--- config.mk ---
export PLATFORM = sky130hd
export DESIGN_NAME = plain_scalar_classifier_flat
export DESIGN_NICKNAME = d
export VERILOG_FILES = /design/src/rtl/core/pscls_pkg.sv /design/src/rtl/core/pscls_req_if.sv /design/src/rtl/core/pscls_rsp_if.sv /design/src/rtl/core/pscls_scan.sv /design/src/rtl/core/pscls_resolve.sv /design/src/rtl/core/plain_scalar_classifier.sv /design/src/flat_wrapper.sv
export SDC_FILE = /design/constraint.sdc
export NUM_CORES = 1
export LEC_CHECK = 0
export BUFFER_PORTS_ARGS = -buffer_cell sky130_fd_sc_hd__buf_2
export CELL_PAD_IN_SITES_DETAIL_PLACEMENT = 0
export CELL_PAD_IN_SITES_GLOBAL_PLACEMENT = 1
export CORE_MARGIN = 5
export CORE_UTILIZATION = 53
export CTS_BUF_LIST = sky130_fd_sc_hd__clkbuf_8
export DETAILED_ROUTE_END_ITERATION = 10
export PLACE_DENSITY_LB_ADDON = 0.1
export SLEW_MARGIN = 20
export SYNTH_ARGS = -nofsm -noshare
export SYNTH_HDL_FRONTEND = slang
export SYNTH_SLANG_ARGS = --single-unit
--- constraint.sdc ---
create_clock -name clock -period 13 [get_ports clock]
set_input_delay 1.3 -clock clock [delete_from_list [all_inputs] [get_ports clock]]
set_output_delay 1.3 -clock clock [all_outputs]
set_load 0.1 [all_outputs]
--- src/rtl/core/pscls_pkg.sv ---
// ----------------------------------------------------------------------------
// pscls_pkg
// Types, codes and keyword lookup shared by the plain scalar classifier.
// ----------------------------------------------------------------------------
package pscls_pkg;

   localparam int CHAR_W   = 8;
   localparam int PREFIX_W = 40;
   localparam int COUNT_W  = 3;
   localparam int VALUE_W  = 64;
   localparam int CLASS_W  = 3;

   typedef enum logic [CLASS_W-1:0] {
      CLS_STRING  = 3'd0,
      CLS_NULL    = 3'd1,
      CLS_TRUE    = 3'd2,
      CLS_FALSE   = 3'd3,
      CLS_INTEGER = 3'd4
   } class_type;

   typedef enum logic [1:0] {
      SGN_NONE  = 2'd0,
      SGN_PLUS  = 2'd1,
      SGN_MINUS = 2'd2
   } sign_type;

   typedef enum logic [1:0] {
      PH_PRE  = 2'd0,
      PH_SPEC = 2'd1,
      PH_POST = 2'd2
   } phase_type;

   typedef enum logic [1:0] {
      RX_DEC = 2'd0,
      RX_BIN = 2'd1,
      RX_OCT = 2'd2,
      RX_HEX = 2'd3
   } radix_type;

   typedef struct packed {
      logic [PREFIX_W-1:0] prefix;
      logic [COUNT_W-1:0]  count;
      sign_type            sign;
      logic                not_int;
      phase_type           phase;
      radix_type           radix;
      logic [VALUE_W-1:0]  acc;
   } scan_type;

   typedef struct packed {
      scan_type scan;
      logic     quoted;
   } snap_type;

   localparam scan_type SCAN_CLEAR = '{
      prefix:  '0,
      count:   '0,
      sign:    SGN_NONE,
      not_int: 1'b0,
      phase:   PH_PRE,
      radix:   RX_DEC,
      acc:     '0
   };

   // byte order swap: first character of a literal goes to the low byte
   function automatic logic [15:0] le2(input logic [15:0] s);
      return {s[7:0], s[15:8]};
   endfunction

   function automatic logic [23:0] le3(input logic [23:0] s);
      return {s[7:0], s[15:8], s[23:16]};
   endfunction

   function automatic logic [31:0] le4(input logic [31:0] s);
      return {s[7:0], s[15:8], s[23:16], s[31:24]};
   endfunction

   function automatic logic [39:0] le5(input logic [39:0] s);
      return {s[7:0], s[15:8], s[23:16], s[31:24], s[39:32]};
   endfunction

   function automatic class_type kw_class(input logic [PREFIX_W-1:0] p,
                                          input logic [COUNT_W-1:0] n);
      class_type k;
      k = CLS_STRING;
      unique case (n)
         3'd0: k = CLS_NULL;
         3'd1: begin
            if (p[7:0] == "~") k = CLS_NULL;
            else if (p[7:0] == "y" || p[7:0] == "Y") k = CLS_TRUE;
            else if (p[7:0] == "n" || p[7:0] == "N") k = CLS_FALSE;
         end
         3'd2: begin
            if (p[15:0] == le2("on") || p[15:0] == le2("On") || p[15:0] == le2("ON"))
               k = CLS_TRUE;
            else if (p[15:0] == le2("no") || p[15:0] == le2("No")
                     || p[15:0] == le2("NO"))
               k = CLS_FALSE;
         end
         3'd3: begin
            if (p[23:0] == le3("yes") || p[23:0] == le3("Yes")
                || p[23:0] == le3("YES"))
               k = CLS_TRUE;
            else if (p[23:0] == le3("off") || p[23:0] == le3("Off")
                     || p[23:0] == le3("OFF"))
               k = CLS_FALSE;
         end
         3'd4: begin
            if (p[31:0] == le4("null") || p[31:0] == le4("Null")
                || p[31:0] == le4("NULL"))
               k = CLS_NULL;
            else if (p[31:0] == le4("true") || p[31:0] == le4("True")
                     || p[31:0] == le4("TRUE"))
               k = CLS_TRUE;
         end
         3'd5: begin
            if (p == le5("false") || p == le5("False") || p == le5("FALSE"))
               k = CLS_FALSE;
         end
         default: k = CLS_STRING;
      endcase
      return k;
   endfunction

endpackage

--- src/rtl/core/pscls_req_if.sv ---
// ----------------------------------------------------------------------------
// pscls_req_if
// Request channel: one scalar character with its end and quote marks.
// ----------------------------------------------------------------------------
interface pscls_req_if;
   logic       valid;
   logic       ready;
   logic [7:0] character;
   logic       last;
   logic       empty_req;
   logic       quoted;

   modport source (output valid, character, last, empty_req, quoted, input ready);
   modport sink   (input valid, character, last, empty_req, quoted, output ready);
endinterface

--- src/rtl/core/pscls_rsp_if.sv ---
// ----------------------------------------------------------------------------
// pscls_rsp_if
// Response channel: scalar class and parsed integer value.
// ----------------------------------------------------------------------------
interface pscls_rsp_if;
   logic               valid;
   logic               ready;
   logic [2:0]         scalar_class;
   logic signed [63:0] integer_value;

   modport source (output valid, scalar_class, integer_value, input ready);
   modport sink   (input valid, scalar_class, integer_value, output ready);
endinterface

--- src/rtl/core/pscls_scan.sv ---
// ----------------------------------------------------------------------------
// pscls_scan
// Per-character scan state and the register holding a finished scalar.
// ----------------------------------------------------------------------------
module pscls_scan
   import pscls_pkg::*;
(
   input  logic                clock,
   input  logic                reset,
   input  logic                req_valid,
   output logic                req_ready,
   input  logic [CHAR_W-1:0]   character,
   input  logic                last,
   input  logic                empty_req,
   input  logic                quoted,
   output logic                fin_valid,
   output snap_type            fin_snap,
   input  logic                fin_take
);

   scan_type scan_ff, scan_in;
   scan_type step;
   logic     fin_valid_ff, fin_valid_in;
   snap_type fin_snap_ff, fin_snap_in;
   logic     accept, final_req;
   logic     is_sign, do_digit;
   logic     is_dec, is_lhex, is_uhex;

   assign req_ready = !fin_valid_ff || fin_take;
   assign accept    = req_valid && req_ready;
   assign final_req = accept && (last || empty_req);

   assign is_dec  = (character >= "0") && (character <= "9");
   assign is_lhex = (character >= "a") && (character <= "f");
   assign is_uhex = (character >= "A") && (character <= "F");
   assign is_sign = (character == "-") || (character == "+");

   always_comb begin
      step     = scan_ff;
      do_digit = 1'b0;
      if (scan_ff.count < 3'd5) begin
         step.prefix[{scan_ff.count, 3'b000} +: CHAR_W] = character;
      end
      if (scan_ff.count < 3'd6) begin
         step.count = scan_ff.count + 3'd1;
      end
      if (!scan_ff.not_int) begin
         if (is_sign) begin
            if (scan_ff.sign != SGN_NONE || scan_ff.phase != PH_PRE) begin
               step.not_int = 1'b1;
            end else begin
               step.sign = (character == "-") ? SGN_MINUS : SGN_PLUS;
            end
         end else begin
            unique case (scan_ff.phase)
               PH_PRE: begin
                  if (character == "0") begin
                     step.radix = RX_OCT;
                     step.phase = PH_SPEC;
                  end else begin
                     step.phase = PH_POST;
                     do_digit   = 1'b1;
                  end
               end
               PH_SPEC: begin
                  if (character == "b") begin
                     step.radix = RX_BIN;
                     step.phase = PH_POST;
                  end else if (character == "x") begin
                     step.radix = RX_HEX;
                     step.phase = PH_POST;
                  end else if ((character >= "0" && character <= "7")
                               || character == "_") begin
                     step.phase = PH_POST;
                     do_digit   = 1'b1;
                  end else begin
                     step.not_int = 1'b1;
                  end
               end
               default: do_digit = 1'b1;
            endcase
         end
         if (do_digit && character != "_") begin
            unique case (step.radix)
               RX_DEC: begin
                  if (is_dec) begin
                     step.acc = {scan_ff.acc[VALUE_W-4:0], 3'b000}
                              + {scan_ff.acc[VALUE_W-2:0], 1'b0}
                              + {{(VALUE_W-4){1'b0}}, character[3:0]};
                  end else begin
                     step.not_int = 1'b1;
                  end
               end
               RX_BIN: begin
                  if (character == "0" || character == "1") begin
                     step.acc = {scan_ff.acc[VALUE_W-2:0], character[0]};
                  end else begin
                     step.not_int = 1'b1;
                  end
               end
               RX_OCT: begin
                  if (character >= "0" && character <= "7") begin
                     step.acc = {scan_ff.acc[VALUE_W-4:0], character[2:0]};
                  end else begin
                     step.not_int = 1'b1;
                  end
               end
               default: begin
                  if (is_dec) begin
                     step.acc = {scan_ff.acc[VALUE_W-5:0], character[3:0]};
                  end else if (is_lhex || is_uhex) begin
                     step.acc = {scan_ff.acc[VALUE_W-5:0], character[3:0] + 4'd9};
                  end else begin
                     step.not_int = 1'b1;
                  end
               end
            endcase
         end
      end
   end

   always_comb begin
      scan_in      = scan_ff;
      fin_valid_in = fin_valid_ff;
      fin_snap_in  = fin_snap_ff;
      if (fin_take) begin
         fin_valid_in = 1'b0;
      end
      if (accept) begin
         scan_in = final_req ? SCAN_CLEAR : step;
      end
      if (final_req) begin
         fin_valid_in       = 1'b1;
         fin_snap_in.scan   = empty_req ? scan_ff : step;
         fin_snap_in.quoted = quoted;
      end
   end

   always_ff @(posedge clock) begin
      if (reset) begin
         scan_ff      <= SCAN_CLEAR;
         fin_valid_ff <= 1'b0;
      end else begin
         scan_ff      <= scan_in;
         fin_valid_ff <= fin_valid_in;
      end
      fin_snap_ff <= fin_snap_in;
   end

   assign fin_valid = fin_valid_ff;
   assign fin_snap  = fin_snap_ff;

endmodule

--- src/rtl/core/pscls_resolve.sv ---
// ----------------------------------------------------------------------------
// pscls_resolve
// Keyword match, sign application and the response register.
// ----------------------------------------------------------------------------
module pscls_resolve
   import pscls_pkg::*;
(
   input  logic                clock,
   input  logic                reset,
   input  logic                fin_valid,
   input  snap_type            fin_snap,
   output logic                fin_take,
   output logic                rsp_valid,
   input  logic                rsp_ready,
   output logic [CLASS_W-1:0]  scalar_class,
   output logic [VALUE_W-1:0]  integer_value
);

   logic               rsp_valid_ff, rsp_valid_in;
   class_type          class_ff, class_in;
   logic [VALUE_W-1:0] value_ff, value_in;
   class_type          kw;

   assign fin_take = fin_valid && (!rsp_valid_ff || rsp_ready);
   assign kw       = kw_class(fin_snap.scan.prefix, fin_snap.scan.count);

   always_comb begin
      rsp_valid_in = rsp_valid_ff;
      class_in     = class_ff;
      value_in     = value_ff;
      if (rsp_valid_ff && rsp_ready) begin
         rsp_valid_in = 1'b0;
      end
      if (fin_take) begin
         rsp_valid_in = 1'b1;
         class_in     = CLS_STRING;
         value_in     = '0;
         if (!fin_snap.quoted) begin
            class_in = kw;
            if (kw == CLS_STRING && !fin_snap.scan.not_int) begin
               class_in = CLS_INTEGER;
               value_in = (fin_snap.scan.sign == SGN_MINUS) ? (~fin_snap.scan.acc + 64'd1)
                                                            : fin_snap.scan.acc;
            end
         end
      end
   end

   always_ff @(posedge clock) begin
      if (reset) begin
         rsp_valid_ff <= 1'b0;
      end else begin
         rsp_valid_ff <= rsp_valid_in;
      end
      class_ff <= class_in;
      value_ff <= value_in;
   end

   assign rsp_valid     = rsp_valid_ff;
   assign scalar_class  = class_ff;
   assign integer_value = value_ff;

endmodule

--- src/rtl/core/plain_scalar_classifier.sv ---
// ----------------------------------------------------------------------------
// plain_scalar_classifier
// One request per cycle while req_ready is high; each scalar's result passes
// through the finished-scalar register, then the response register.
// Synchronous reset clears the scan state and empties both result stages.
// ----------------------------------------------------------------------------
module plain_scalar_classifier
   import pscls_pkg::*;
(
   input  logic         clock,
   input  logic         reset,
   pscls_req_if.sink    req_in,
   pscls_rsp_if.source  rsp_out
);

   logic     fin_valid, fin_take;
   snap_type fin_snap;
   logic [VALUE_W-1:0] value;

   pscls_scan u_scan (
      .clock     (clock),
      .reset     (reset),
      .req_valid (req_in.valid),
      .req_ready (req_in.ready),
      .character (req_in.character),
      .last      (req_in.last),
      .empty_req (req_in.empty_req),
      .quoted    (req_in.quoted),
      .fin_valid (fin_valid),
      .fin_snap  (fin_snap),
      .fin_take  (fin_take)
   );

   pscls_resolve u_resolve (
      .clock         (clock),
      .reset         (reset),
      .fin_valid     (fin_valid),
      .fin_snap      (fin_snap),
      .fin_take      (fin_take),
      .rsp_valid     (rsp_out.valid),
      .rsp_ready     (rsp_out.ready),
      .scalar_class  (rsp_out.scalar_class),
      .integer_value (value)
   );

   assign rsp_out.integer_value = signed'(value);

endmodule

--- src/flat_wrapper.sv ---
// flat-port wrapper written by rule: the top's interface ports become plain ports
module plain_scalar_classifier_flat import pscls_pkg::*;
  (clock, reset, req_in_valid, req_in_character, req_in_last, req_in_empty_req, req_in_quoted, req_in_ready, rsp_out_valid, rsp_out_scalar_class, rsp_out_integer_value, rsp_out_ready);
  pscls_req_if req_in_i ();
  pscls_rsp_if rsp_out_i ();
  input  logic clock;
  input  logic reset;
  input wire logic [$bits(req_in_i.valid)-1:0] req_in_valid;
  input wire logic [$bits(req_in_i.character)-1:0] req_in_character;
  input wire logic [$bits(req_in_i.last)-1:0] req_in_last;
  input wire logic [$bits(req_in_i.empty_req)-1:0] req_in_empty_req;
  input wire logic [$bits(req_in_i.quoted)-1:0] req_in_quoted;
  output wire logic [$bits(req_in_i.ready)-1:0] req_in_ready;
  output wire logic [$bits(rsp_out_i.valid)-1:0] rsp_out_valid;
  output wire logic [$bits(rsp_out_i.scalar_class)-1:0] rsp_out_scalar_class;
  output wire logic [$bits(rsp_out_i.integer_value)-1:0] rsp_out_integer_value;
  input wire logic [$bits(rsp_out_i.ready)-1:0] rsp_out_ready;
  assign req_in_i.valid = req_in_valid;
  assign req_in_i.character = req_in_character;
  assign req_in_i.last = req_in_last;
  assign req_in_i.empty_req = req_in_empty_req;
  assign req_in_i.quoted = req_in_quoted;
  assign req_in_ready = req_in_i.ready;
  assign rsp_out_valid = rsp_out_i.valid;
  assign rsp_out_scalar_class = rsp_out_i.scalar_class;
  assign rsp_out_integer_value = rsp_out_i.integer_value;
  assign rsp_out_i.ready = rsp_out_ready;
  plain_scalar_classifier u_core (.clock(clock), .reset(reset), .req_in(req_in_i), .rsp_out(rsp_out_i));
endmodule
==> out/results.txt, run 1 <==
Number of port buffers: 83
Sort of element at the start of the critical path: primary input
Final Routed Wirelength: 76900 um
Tmin final: 5830 ps
Internal portion of total power: 1560 uW
Cell leakage power: 0.00904 uW
Max-slew violations: 0
Portion of total power attributed to sequential cells: 48.4%
Switching power as a share of total power: 29.9%
TritonCTS Buffers: 47
Arrival time of data at the critical path endpoint: 6170 ps
Top cells by instance count after synthesis: sky130_fd_sc_hd__nand2_1, sky130_fd_sc_hd__nor2_1, sky130_fd_sc_hd__a21oi_1, sky130_fd_sc_hd__o21ai_0, sky130_fd_sc_hd__edfxtp_1
Vertical extent of the die: 212 um
Clock sinks: 294
Distinct cell type count of the synthesized netlist: 95
Pin count of the biggest net entering global routing: 79
Setup skew after layout: 43.3 ps
CTS Root Cell: sky130_fd_sc_hd__clkbuf_8
Effective utilization at floorplan: 53.4%
Launch point of the worst hold path: u_core.u_scan.scan_ff[89]
Count of TritonRoute iterations in the first routing pass: 7
Hold-fix buffers at CTS: 0
Post-synth top area cell: sky130_fd_sc_hd__edfxtp_1
Share of the clock period used by the worst path after layout: 44.9%
Synth-to-Final Area Change: 7.42%
CTS tree: yes
Remaining antenna violation count: 0
Proportion of register bits with asynchronous set or reset after synthesis: 0%
Setup slack of the worst register-to-register path: 8110 ps
Number of fillers in the final layout: 3777
Terminus of the critical flop-to-flop path: u_core.u_scan.fin_snap[55]
Total track usage: 33.0%
Largest voltage drop on the vdd net: 0.0769 mV
Share of synthesized area occupied by flip-flops and latches: 35.4%
Resized cells post-CTS: 0
Worst hold path cell count: 2
Number of flops mapped to enable cells by yosys: 178
Max-Cap Viols: 0
Number of buffers inserted by post-CTS setup repair: 0
Critical path endpoint category: flip-flop
Longest Clk Path Bufs: 3
Met3 demand-to-capacity share in global routing: 5.43%
Number of DRC violations after detailed routing: 0
Flip-flop and latch count after synthesis: 294
Insertion delay of the later-clocked pin in the worst-skew pair: 600 ps
Max-slew headroom: 30.5%
Std-Cell Rows: 74
Global-route track usage on met2: 50.1%
Global routing's busiest layer: met2
Count of routing violations after the opening detailed-route iteration: 2555
Wire length of the first global-routing pass: 118000 um
Setup slack after placement: 6700 ps
Logic gate share of total power: 14.5%
Clock share of power: 37.1%
Via count of the first global-routing pass: 19654
Synthesis warning total: 0
Routed WL per cell: 24.1 um
Max Clock Freq: 172 MHz
Setup total negative slack: 0 ps
Via count: 21157
Type of the worst setup path: primary input to flip-flop
Top cell type's share of synthesized area: 24.6%
Hold path endpoint: u_core.u_scan.scan_ff[89]
Power per Cell Area: 95.5 nW/um^2
Initial antenna violation count: 1
Die extent in x: 212 um
R2r startpoint: u_core.u_scan.scan_ff[2]
Reg2reg path depth: 14
Clock-pin slew of the registers on the worst-case setup and hold paths: 70 ps
Reg area: 7670 sq um
Worst Setup Slack, final: 7170 ps
Die Footprint: 45100 sq um
Via-to-Cell Ratio: 6.64
Most frequent cell after synthesis: sky130_fd_sc_hd__nand2_1
Worst path required time: 13340 ps
Primary FF master, synth: sky130_fd_sc_hd__edfxtp_1
Post-detail-place hpwl: 54500 um
Met1 track demand over resource: 48.8%
Remaining global-route overflow: 0
Path category of the worst min-delay check: flip-flop to flip-flop
Final hold violation count: 0
Cells taking the most area after synthesis: sky130_fd_sc_hd__edfxtp_1, sky130_fd_sc_hd__dfxtp_1, sky130_fd_sc_hd__ha_1, sky130_fd_sc_hd__nand2_1, sky130_fd_sc_hd__a21oi_1
Mean post-synth cell area: 8.20 sq um
Share of post-route cells with drive strength above 1: 10.2%
Cell Area, Synth: 21700 sq um
Critical-path maximum fanout: 18
Number of nets in the final layout: 2765
Core area: 40600 sq um
Switching power of the nets: 664 uW
Outcome: finished clean
Ports placed on the boundary: 84
Final weighted congestion of routability-driven global placement: 0.946
Total of endpoints with negative setup slack in the final report: 0
Number of instances in the synthesized netlist: 2645
Least-Margin Pin Slew: 1040 ps
Area occupied by multi-input gates: 13100 sq um
RSZ-0062 raised after global routing: false
Number of H-tree branching levels: 2
Net count after synthesis: 2793
critical path, cell delays in order:
cell and delay (ps):
sky130_fd_sc_hd__buf_2 360, sky130_fd_sc_hd__clkinv_1 410, sky130_fd_sc_hd__fa_1 630, sky130_fd_sc_hd__inv_1 70, sky130_fd_sc_hd__fa_1 480, sky130_fd_sc_hd__a211oi_1 360
sky130_fd_sc_hd__o21bai_1 240, sky130_fd_sc_hd__a21oi_1 260, sky130_fd_sc_hd__o31ai_1 210, sky130_fd_sc_hd__a211oi_1 640, sky130_fd_sc_hd__o21ai_1 360, sky130_fd_sc_hd__nor2_1 280
sky130_fd_sc_hd__o21ai_0 150, sky130_fd_sc_hd__xnor2_1 260, sky130_fd_sc_hd__a31oi_1 120
through the flow:
stage               total power [uW]  std cells  hold slack, ps  instance area (sq um)  util [%]
floorplan                       1310       2645             452                  21700         -
finish                          2220       3187             494                  23300      57.3
CTS                             2230       3184             491                  23200      57.2
detailed placement              1410       3098             473                  22300      54.8
global route                    2300       3187             508                  23300      57.3
global placement                1400       3098             466                  22300      54.8
sequential cells by signal, summed over array words and instances (netlist names):
name / flops
u_core.u_resolve.scalar_class: 3
u_core.u_scan.fin_snap: 111
u_core.u_resolve.rsp_valid: 1
u_core.u_scan.scan_ff: 114
u_core.u_scan.fin_valid: 1
u_core.u_resolve.integer_value: 64
cells in the final DEF, fill, tap and decap left out, types with 22 or more instances in the layout:
cell type and n:
sky130_fd_sc_hd__o31ai_1 29, sky130_fd_sc_hd__a22oi_1 29, sky130_fd_sc_hd__edfxtp_1 178, sky130_fd_sc_hd__clkbuf_8 55, sky130_fd_sc_hd__ha_1 131, sky130_fd_sc_hd__a31oi_1 40, sky130_fd_sc_hd__o22ai_1 26, sky130_fd_sc_hd__and3_1 22
sky130_fd_sc_hd__nand4_1 29, sky130_fd_sc_hd__nand2_1 344, sky130_fd_sc_hd__inv_1 62, sky130_fd_sc_hd__mux2_2 31, sky130_fd_sc_hd__nor3_1 52, sky130_fd_sc_hd__buf_2 83, sky130_fd_sc_hd__nor2_1 309, sky130_fd_sc_hd__xor2_1 49
sky130_fd_sc_hd__a21oi_1 237, sky130_fd_sc_hd__o21ai_0 182, sky130_fd_sc_hd__buf_4 38, sky130_fd_sc_hd__xnor2_1 54, sky130_fd_sc_hd__or3_1 26, sky130_fd_sc_hd__a21o_1 34, sky130_fd_sc_hd__dfxtp_1 116, sky130_fd_sc_hd__nand3_1 70
cell families (layout without fill, tap and decap cells):
family | Yosys count | in the layout | share of synthesized area [%]
AO/OA/AOI/OAI | 838 | 838 | 25.0
XOR/XNOR | 103 | 103 | 4.16
adder cells (fa/ha/maj) | 133 | 133 | 7.74
buffers and inverters | 249 | 258 | 4.67
flip-flops | 294 | 294 | 35.4
multiplexers | 49 | 49 | 2.44
other | 0 | 1 | 0
AND/OR/NAND/NOR | 979 | 979 | 20.6
metal layers:
layer / vias to the layer above / wire, um
li1: 9749 / -
met1: 10015 / 33400
met2: 1225 / 32900
met3: 168 / 8250
met4: 0 / 2310
met5: - / 0
power by group through the flow:
| stage | registers [uW] | logic [uW] | clock network (uW) |
|---|---|---|---|
| after floorplan | 1140 | 170 | 0 |
| after global placement | 1090 | 311 | 0 |
| after detailed placement | 1090 | 313 | 0 |
| after CTS | 1070 | 314 | 837 |
| after global routing | 1080 | 342 | 883 |
| final | 1080 | 322 | 825 |
worst max-delay path by stage:
stage                             start                         end  slack, ps  depth (start not counted)
global route        req_in_character[3]  u_core.u_scan.fin_snap[63]       6980                         15
CTS                 req_in_character[3]  u_core.u_scan.fin_snap[55]       7320                         15
floorplan                 rsp_out_ready   u_core.u_scan.fin_snap[0]       7160                          8
finish              req_in_character[3]  u_core.u_scan.fin_snap[55]       7170                         15
detailed placement  req_in_character[3]  u_core.u_scan.fin_snap[55]       6700                         15
global placement    req_in_character[3]  u_core.u_scan.fin_snap[63]       6850                         15
final cells by class:
cell class	instances	share of cell area [%]
diodes	1	0.0107
clock buffers	55	3.25
clock inverters	31	0.902
inverters	49	0.800
multi-input cells	2102	56.1
flip-flops and latches	294	32.9
well taps	532	2.86
repair buffers	123	3.21
Note: power is estimated with default switching activity, not from simulation.
==> run 2: changes to the inputs <==
--- a/config.mk
+++ b/config.mk
@@ -9,7 +9,7 @@
 export CELL_PAD_IN_SITES_DETAIL_PLACEMENT = 0
 export CELL_PAD_IN_SITES_GLOBAL_PLACEMENT = 1
 export CORE_MARGIN = 5
-export CORE_UTILIZATION = 53
+export CORE_UTILIZATION = 45
 export CTS_BUF_LIST = sky130_fd_sc_hd__clkbuf_8
 export DETAILED_ROUTE_END_ITERATION = 10
 export PLACE_DENSITY_LB_ADDON = 0.1
==> constraint.sdc (replaced) <==
create_clock -name clock -period 5.17 [get_ports clock]
set_input_delay 0.517 -clock clock [delete_from_list [all_inputs] [get_ports clock]]
set_output_delay 0.517 -clock clock [all_outputs]
set_load 0.1 [all_outputs]
==> run 2 against run 1 <==
Global-route usage down 3.1 points. Cell count up 4.3%. Via count up 0.87%. Sequential power rose to 2.5 times the previous value. Register-to-register slack worse by 7700 ps. Setup slack worse by 6700 ps. Total power rose to 2.6 times the previous value. Non-clock buffer count up 43. First-iteration DRC count down 9.9%. Clock-buffer cell count up 4. Sequential share of layout area down 0.79 points.
==> out/results.txt, run 2 (synthesis results as in run 1) <==
TritonCTS Buffers: 51 (+8.5%)
Launching instance or port of the critical path: u_core.u_scan.scan_ff[0]
Via-to-Cell Ratio: 6.42 (-3.3%)
Via count: 21341 (+0.87%)
Max-slew violations: 0 (unchanged)
Initial antenna violation count: 3 (+2)
Wire length of the first global-routing pass: 125000 um (+6.6%)
Insertion delay of the later-clocked pin in the worst-skew pair: 610 ps (about the same)
Commonest cells after routing, fill and taps aside: sky130_fd_sc_hd__nand2_1, sky130_fd_sc_hd__nor2_1, sky130_fd_sc_hd__a21oi_1
Setup total negative slack: 0 ps (unchanged)
Effective utilization at floorplan: 45.4% (-7.9 points)
Share of post-route cells with drive strength above 1: 11.9% (+1.7 points)
Cell leakage power: 0.00935 uW (+3.4%)
Non-filler instance count after layout: 3323 (+4.3%)
Number of instances in the placed design: 3226 (+4.1%)
R2r startpoint: u_core.u_scan.scan_ff[0]
Hold-fix buffers at CTS: 0 (unchanged)
CTS tree: yes
Remaining global-route overflow: 0 (unchanged)
Max-Cap Viols: 0 (unchanged)
Number of buffers inserted by post-CTS setup repair: 0 (unchanged)
Final Routed Wirelength: 82000 um (+6.6%)
Ports placed on the boundary: 84 (unchanged)
Remaining antenna violation count: 0 (unchanged)
Number of H-tree branching levels: 2 (unchanged)
Resized cells post-CTS: 0 (unchanged)
Max-slew headroom: 30.1% (-0.41 points)
Outcome: finished clean
Largest voltage drop on the vdd net: 0.195 mV (+150%)
Number of port buffers: 83 (unchanged)
Type of the worst setup path: flip-flop to flip-flop
Sort of element at the start of the critical path: flip-flop
Setup skew after layout: 26.1 ps (-17.2 ps)
Power per Cell Area: 244 nW/um^2 (+160%)
Post-detail-place hpwl: 59000 um (+8.2%)
Std-Cell Rows: 80 (+8.1%)
Launch point of the worst hold path: req_in_quoted
Share of the clock period used by the worst path after layout: 91.7%
Total of endpoints with negative setup slack in the final report: 0 (unchanged)
Final weighted congestion of routability-driven global placement: 0.956 (+1.0%)
Final hold violation count: 0 (unchanged)
Critical-path maximum fanout: 7 (-11)
CTS Root Cell: sky130_fd_sc_hd__clkbuf_8
Largest reg by FF count: u_core.u_scan.scan_ff
Critical path endpoint category: flip-flop
Routed WL per cell: 24.7 um (+2.3%)
Arrival time of data at the critical path endpoint: 5030 ps (-1140 ps)
Synth-to-Final Area Change: 10.1%
Core area: 47700 sq um (+17%)
Count of routing violations after the opening detailed-route iteration: 2302 (-9.9%)
Least-Margin Pin Slew: 1050 ps (+10.0 ps)
Total track usage: 29.9% (-3.1 points)
Flip-flop count of the largest register, all copies and words added: 114 (unchanged)
RSZ-0062 raised after global routing: false
Die extent in x: 230 um (+8.1%)
Share of the core filled with cells in the final layout: 50.0% (-7.3 points)
Clock-pin slew of the registers on the worst-case setup and hold paths: 60 ps (about the same)
Die Footprint: 52700 sq um (+17%)
PnR Total Power: 5820 uW (+160%)
Leading cell type in the layout, fill and taps excluded: sky130_fd_sc_hd__nand2_1
Path category of the worst min-delay check: primary input to flip-flop
Number of nets in the final layout: 2812 (+1.7%)
Post-DP Area: 22800 sq um (+2.2%)
Tmin final: 4740 ps
Pin count of the biggest net entering global routing: 84 (+6.3%)
Via count of the first global-routing pass: 19931 (+1.4%)
Clock sinks: 294 (unchanged)
Vertical extent of the die: 230 um (+8.1%)
Number of DRC violations after detailed routing: 0 (unchanged)
Worst path required time: 5460 ps (-7880 ps)
Count of TritonRoute iterations in the first routing pass: 6 (-1)
Max Clock Freq: 211 MHz
Post-layout instance area: 23900 sq um (+2.5%)
Longest Clk Path Bufs: 3 (unchanged)
run 2: cell types whose count changed in the layout (fill, tap and decap cells not counted), sizes merged:
cell,previous run,this run
inv,64,66
clkbuf,55,59
clkinvlp,1,3
clkinv,12,13
bufinv,3,4
buf,123,166
run 2: critical path: stages (launching register included):
cell	delay (ps)
sky130_fd_sc_hd__dfxtp_1	450
sky130_fd_sc_hd__inv_1	130
sky130_fd_sc_hd__fa_1	460
sky130_fd_sc_hd__inv_1	130
sky130_fd_sc_hd__fa_1	250
sky130_fd_sc_hd__a211oi_1	110
sky130_fd_sc_hd__o21bai_1	320
sky130_fd_sc_hd__a21oi_1	160
sky130_fd_sc_hd__o31ai_1	620
sky130_fd_sc_hd__a211oi_1	160
sky130_fd_sc_hd__buf_4	200
sky130_fd_sc_hd__o21a_1	220
sky130_fd_sc_hd__o21ai_0	190
sky130_fd_sc_hd__xor2_1	240
sky130_fd_sc_hd__a21oi_1	120
sky130_fd_sc_hd__o31ai_1	670
run 2: stage by stage:
| stage | setup WS [ps] | hold slack, ps |
|---|---|---|
| 6_report | 428 | 84.4 |
| 5_1_grt | 205 | 41.3 |
| 4_1_cts | 559 | 45.2 |
| 3_5_place_dp | 318 | 471 |
| 3_3_place_gp | 410 | 465 |
| 2_1_floorplan | 373 | 452 |
run 2: power by group:
part / internal [uW] / switching [uW] / total (uW)
Combinational: 214 / 632 / 846
Clock: 1250 / 1020 / 2270
Sequential: 2600 / 98.4 / 2700
run 2: final timing paths:
kind,to,slack [ps],cells past startpoint
setup / recovery,u_core.u_scan.fin_snap[39],430,15
hold / removal,u_core.u_scan.fin_snap[0],80,1
setup reg to reg,u_core.u_scan.fin_snap[39],430,15
hold reg to reg,u_core.u_scan.scan_ff[105],490,2
run 2: cell type report:
class | instances | area, sq um
clock inverter | 37 | 280
antenna | 1 | 2.50
fill | 4645 | 23900
inverter | 49 | 188
clock buffer | 59 | 812
timing repair buffer | 166 | 1080
sequential | 294 | 7670
tap | 615 | 769
multi-input combinational | 2102 | 13100
run 2: routing by layer:
| metal | vias up | GRT usage (%) | wire (um) |
|---|---|---|---|
| met5 | - | 0 | 33 |
| met4 | 4 | 8.61 | 2210 |
| met3 | 162 | 5.51 | 7900 |
| met2 | 1118 | 44.0 | 34800 |
| met1 | 10205 | 44.8 | 37100 |
| li1 | 9852 | - | - |
